===== config.mk =====
export PLATFORM = sky130hd
export DESIGN_NAME = olt_cell
export DESIGN_NICKNAME = d
export VERILOG_FILES = /design/src/rtl/core/olt_pkg.sv /design/src/rtl/core/olt_cell.sv
export SDC_FILE = /design/constraint.sdc
export NUM_CORES = 1
export LEC_CHECK = 0
export BUFFER_PORTS_ARGS = -buffer_cell sky130_fd_sc_hd__buf_2
export CAP_MARGIN = 20
export CORE_ASPECT_RATIO = 0.8
export CORE_MARGIN = 1
export CORE_UTILIZATION = 37
export CTS_BUF_LIST = sky130_fd_sc_hd__clkbuf_16
export DETAILED_ROUTE_END_ITERATION = 10
export PLACE_DENSITY = 0.7
export SLEW_MARGIN = 40
export SYNTH_ARGS = -nofsm -noshare
export SYNTH_HDL_FRONTEND = slang
export SYNTH_SLANG_ARGS = --single-unit

===== constraint.sdc =====
create_clock -name clk -period 5.2 [get_ports clk]
set_input_delay 0.52 -clock clk [delete_from_list [all_inputs] [get_ports clk]]
set_output_delay 0.52 -clock clk [all_outputs]
set_load 0.05 [all_outputs]

===== src/rtl/core/olt_pkg.sv =====
package olt_pkg;

  // Field widths of the request and result beats.
  localparam int CMD_W = 3;
  localparam int VALUE_W = 32;
  localparam int TAG_W = 8;
  localparam int POS_W = 8;
  localparam int STATUS_W = 3;
  localparam int COUNT_W = 7;

  // Command codes.
  localparam logic [CMD_W-1:0] CMD_INSERT = 3'd0;
  localparam logic [CMD_W-1:0] CMD_POP    = 3'd1;
  localparam logic [CMD_W-1:0] CMD_DELETE = 3'd2;
  localparam logic [CMD_W-1:0] CMD_READ   = 3'd3;
  localparam logic [CMD_W-1:0] CMD_CLEAR  = 3'd4;

  // Status codes.
  localparam logic [STATUS_W-1:0] ST_OK       = 3'd0;
  localparam logic [STATUS_W-1:0] ST_EMPTY    = 3'd1;
  localparam logic [STATUS_W-1:0] ST_RANGE    = 3'd2;
  localparam logic [STATUS_W-1:0] ST_NOTFOUND = 3'd3;
  localparam logic [STATUS_W-1:0] ST_FULL     = 3'd4;

  // One stored list entry.
  typedef struct packed {
    logic signed [VALUE_W-1:0] value;
    logic [TAG_W-1:0]          tag;
  } entry_t;

  // Request beat.
  typedef struct packed {
    logic [CMD_W-1:0]          cmd;
    logic signed [VALUE_W-1:0] item_value;
    logic [TAG_W-1:0]          item_tag;
    logic [POS_W-1:0]          position;
  } req_t;

  // Result beat.
  typedef struct packed {
    logic [STATUS_W-1:0]       status;
    logic signed [VALUE_W-1:0] out_value;
    logic [TAG_W-1:0]          out_tag;
    logic [COUNT_W-1:0]        entry_count;
  } rsp_t;

  // Operation broadcast to every cell of the chain.
  typedef enum logic [2:0] {
    CELL_HOLD,
    CELL_OPEN,
    CELL_CLOSE,
    CELL_SWEEP_READ,
    CELL_SWEEP_FIND
  } cell_op_t;

  // Broadcast control: the operation and the entry to write or to match.
  typedef struct packed {
    cell_op_t op;
    entry_t   wr;
  } cell_ctrl_t;

endpackage


===== src/rtl/core/olt_cell.sv =====
module olt_cell
  import olt_pkg::*;
#(
  parameter int INDEX = 0,
  parameter int IW = 6,
  parameter int CW = 7
) (
  input  logic          clk,
  input  cell_ctrl_t    ctrl,
  input  logic [IW-1:0] at,
  input  logic [CW-1:0] count,
  input  entry_t        left,
  input  entry_t        right,
  input  logic          feed_hit,
  input  entry_t        feed_entry,
  input  logic [IW-1:0] feed_idx,
  output entry_t        entry,
  output logic          lane_hit,
  output entry_t        lane_entry,
  output logic [IW-1:0] lane_idx
);

  localparam logic [IW-1:0] MY_IDX = IW'(INDEX);
  localparam logic [CW-1:0] MY_POS = CW'(INDEX);

  logic sel;

  // A cell claims the lane when it holds the addressed or the matching entry.
  always_comb begin
    case (ctrl.op)
      CELL_SWEEP_READ: sel = (MY_IDX == at);
      CELL_SWEEP_FIND: sel = (entry == ctrl.wr) && (MY_POS < count);
      default:         sel = 1'b0;
    endcase
  end

  // Entry storage shifts with its neighbors; the lane moves one cell toward
  // the head per cycle, so the lowest claiming cell wins at the head.
  always_ff @(posedge clk) begin
    case (ctrl.op)
      CELL_OPEN: begin
        if (MY_IDX == at) begin
          entry <= ctrl.wr;
        end else if (MY_IDX > at) begin
          entry <= left;
        end
      end
      CELL_CLOSE: begin
        if (MY_IDX >= at) begin
          entry <= right;
        end
      end
      CELL_SWEEP_READ, CELL_SWEEP_FIND: begin
        if (sel) begin
          lane_hit   <= 1'b1;
          lane_entry <= entry;
          lane_idx   <= MY_IDX;
        end else begin
          lane_hit   <= feed_hit;
          lane_entry <= feed_entry;
          lane_idx   <= feed_idx;
        end
      end
      default: begin
      end
    endcase
  end

endmodule

==> results by group <==
Critical path
  • Critical Path AT: roughly 3.3 ns
  • Slowest-stage cell, CP: xnor2_1
  • Slowest stage delay, CP: 0.54 ns
  • Worst setup path class: reg -> reg
  • Crit start category: register
  • Critical path endpoint category: register
  • Worst endpoint required time: 5.28 ns
  • Critical path buffers and inverters: 1
  • Cell chain of the critical path: xnor2_1 -> nand4_1 -> nor4_1 -> nand4_1 -> o22a_2 -> buf_4 -> mux2_4
  • Crit path max fanout: 28
  • Most frequent CP cell: nand4_1
  • Delay-heaviest family, CP: simple AND/OR/NAND/NOR gates

Global route
  • Grt ovf: 0
  • GRT Util Overall: a little over a fifth
  • Initial antenna violation count: 0
  • Largest net degree at the start of global routing: 81
  • First-pass GRT wire length: between 20000 and 25000 um
  • Vias in the first global route: 3806

Clock network
  • Clock Path Buffers: 2
  • # resized after CTS: 0
  • CTS Buf Count: 9
  • Post-CTS Setup Bufs: 0
  • Num Clock Sinks: just under 90
  • Root Buffer: clkbuf_16
  • Post-CTS Hold Buffers: 0
  • CTS H-tree lvls: 3
  • CTS tree: built
  • CTS clk-pin slew, worst paths: approximately 0.060 ns
  • Clk Latency, worst-skew pair: 0.33 ns

Timing
  • Hold Vio Cnt, Final: 0
  • Least-Margin Pin Slew: 0.7709 ns
  • Period minus WS final: 3.170 ns
  • Max-slew headroom: around half
  • Setup TNS: 0 ns
  • RSZ-0062 raised after global routing: false
  • Final period utilization: between 60% and 70%
  • Fmax: 0.3155 GHz
  • Setup violations, final: 0
  • Final Max Tran Viols: 0
  • Worst Skew: 0.007673 ns
  • Setup WS post-layout: just over 2 ns

Power
  • Static Leakage: ~3.0 nW
  • Pwr Total: approximately 1.8 mW
  • Pwr/cell area: 281.1 nW/um^2
  • Maximum VDD drop: 0.2418 mV

Run status
  • Outcome: completed

Floorplanning
  • Die W: between 100 and 150 um
  • Area of the die: 12840 sq um
  • Num ports: about 270
  • Core area: 11780 sq um
  • Starting Density: between 30% and 40%
  • Row count: 35
  • Die height: about 100 um

Final layout
  • Register Area: approximately 2600 sq um
  • P&R area growth vs syn: 38.67%
  • Fraction of layout cells with a size suffix above 1: between 50% and 60%
  • Diode count: 0
  • Area of the multi-input gates: 1871 sq um
  • Fin nets: ~790
  • # fillers: 1044

Synth
  • Distinct cell type count after synthesis: 26
  • Syn Nets: roughly 520
  • Yosys top cell by area: edfxtp_1
  • Register bit total from synthesis: slightly below 90
  • Post-synthesis cell area: about 4600 sq um
  • Post-synthesis sequential area ratio: between 50% and 60%
  • Yosys warning total: 0
  • Top cells by area, synth: edfxtp_1 57%, mux2i_1 8.7%, mux2_4 7.5%, o21ai_0 4.4%, mux2_2 4.2%
  • Post-synth top area share: 57.02%
  • Syn Area/Cell: roughly 14 sq um
  • Synthesized instance count: between 300 and 400

Detailed routing
  • Routed via count: 3710
  • Final wirelength: around 14000 um
  • WL per Instance: 18.05 um
  • Routed length on met2: roughly 6700 um
  • Iteration-0 DRC Markers: about 140
  • Post-route ant nets: 0
  • Initial DRT Pass Iterations: 5
  • Final routed DRC violation total: 0
  • Met1 wire length: between 5000 and 6000 um
  • Vias per inst: between 4 and 5
  • Wire length on met3: between 900 and 1000 um
  • Top sig layer: met4

Placement
  • Setup WS pre-CTS: approximately 1.9 ns
  • GP Congestion: between 0.8 and 0.9
  • DPL Wire Length: roughly 11000 um
  • Port Buffer Count: 270

Run
  • MaxCap Viol Count: 0

Worst hold path
  • Hold WC Path Type: in -> reg
## metrics by stage
step                      instances  utilization (%)  hold WS [ns]  instance area, sq um
after floorplan                 338                -        0.6978                  4582
after global placement          744            51.38        0.6010                  6052
after detailed placement        744            51.42        0.6110                  6057
after CTS                       760            53.94        0.4455                  6354
after global routing            760            53.94        0.4469                  6354
final                           760            53.94        0.4571                  6354
## worst reg2reg max path: cells and delay by family, from the launching register on
kind	cells	cell delay (ns)
buf+inv	1	0.37
compound gates	1	0.46
flops	1	0.44
xor+xnor	1	0.54
simple gates	3	0.76
mux	1	0.36
## kinds of logic after synthesis
family / synth area share [%]
flops: 57.02
mux: 20.45
simple gates: 7.510
compound gates: 4.588
xor+xnor: 7.837
buf+inv: 2.594
## state kept, by name, indices dropped and copies added (netlist names)
register    count
entry          40
lane_idx        6
lane_hit        1
lane_entry     40
## report_power, final
group	total, mW	switching (mW)	internal [mW]
Combinational	0.313	0.200	0.113
Sequential	0.822	0.00991	0.812
Clock	0.651	0.278	0.374
## Yosys cell counts
cell type  count
buf_6          1
mux2i_1       40
buf_1          4
nand3b_1       1
buf_12         2
o21ai_0       40
xnor2_1       21
buf_4          1
mux2_4        23
buf_8          1
nand2_1       43
nand3_1        1
xor2_1        20
nor2_1         2
nand4_1        6
and2_1         6
edfxtp_1      87
clkbuf_1       8
nand2b_1       1
nor3_1         2
nor4_2         1
o22a_2         1
or4_1          1
mux2_2        17
nor3b_1        1
nor4_1         7
## path summary, 6_finish.rpt
path / start / end / slack (ns) / cells after the start
max: entry[6] / lane_entry[38] / 2.03 / 7
min: feed_hit / lane_hit / 0.46 / 2
max reg2reg: entry[6] / lane_entry[38] / 2.03 / 7
min reg2reg: entry[31] / lane_entry[31] / 0.64 / 1
## cell type report
cell class	instances	area share, %
clock buffer	9	3.545
clock inverter	7	1.122
multi-input combinational	234	29.44
sequential	87	41.12
tap	148	2.915
timing repair buffer	275	21.86
## routing by layer
layer / vias up / GRT usage, %
met5: - / 0
met4: 0 / 3.892
met3: 7 / 5.335
met2: 175 / 37.44
met1: 1734 / 26.90
li1: 1794 / -
## cell usage in the layout, fill, tap and decap left out
| master | count |
|---|---|
| nor3_2 | 1 |
| xor2_1 | 20 |
| clkbuf_16 | 9 |
| nor3_1 | 1 |
| edfxtp_1 | 87 |
| nand2_4 | 1 |
| nand2_1 | 41 |
| o22a_2 | 1 |
| nand4_1 | 6 |
| clkinv_1 | 1 |
| buf_2 | 270 |
| nor2_1 | 2 |
| o21ai_0 | 40 |
| mux2_4 | 23 |
| xnor2_1 | 21 |
| or4_1 | 1 |
| bufinv_16 | 1 |
| nand3_1 | 1 |
| mux2i_1 | 40 |
| and2_1 | 6 |
| nor4_2 | 1 |
| buf_4 | 5 |
| mux2_2 | 17 |
| nand3b_1 | 1 |
| clkinv_2 | 1 |
| nor3b_2 | 1 |
| inv_6 | 2 |
| nand2_2 | 1 |
| nor4_1 | 7 |
| clkinvlp_4 | 2 |
| nand2b_1 | 1 |
Note: power is estimated with default switching activity, not from simulation.
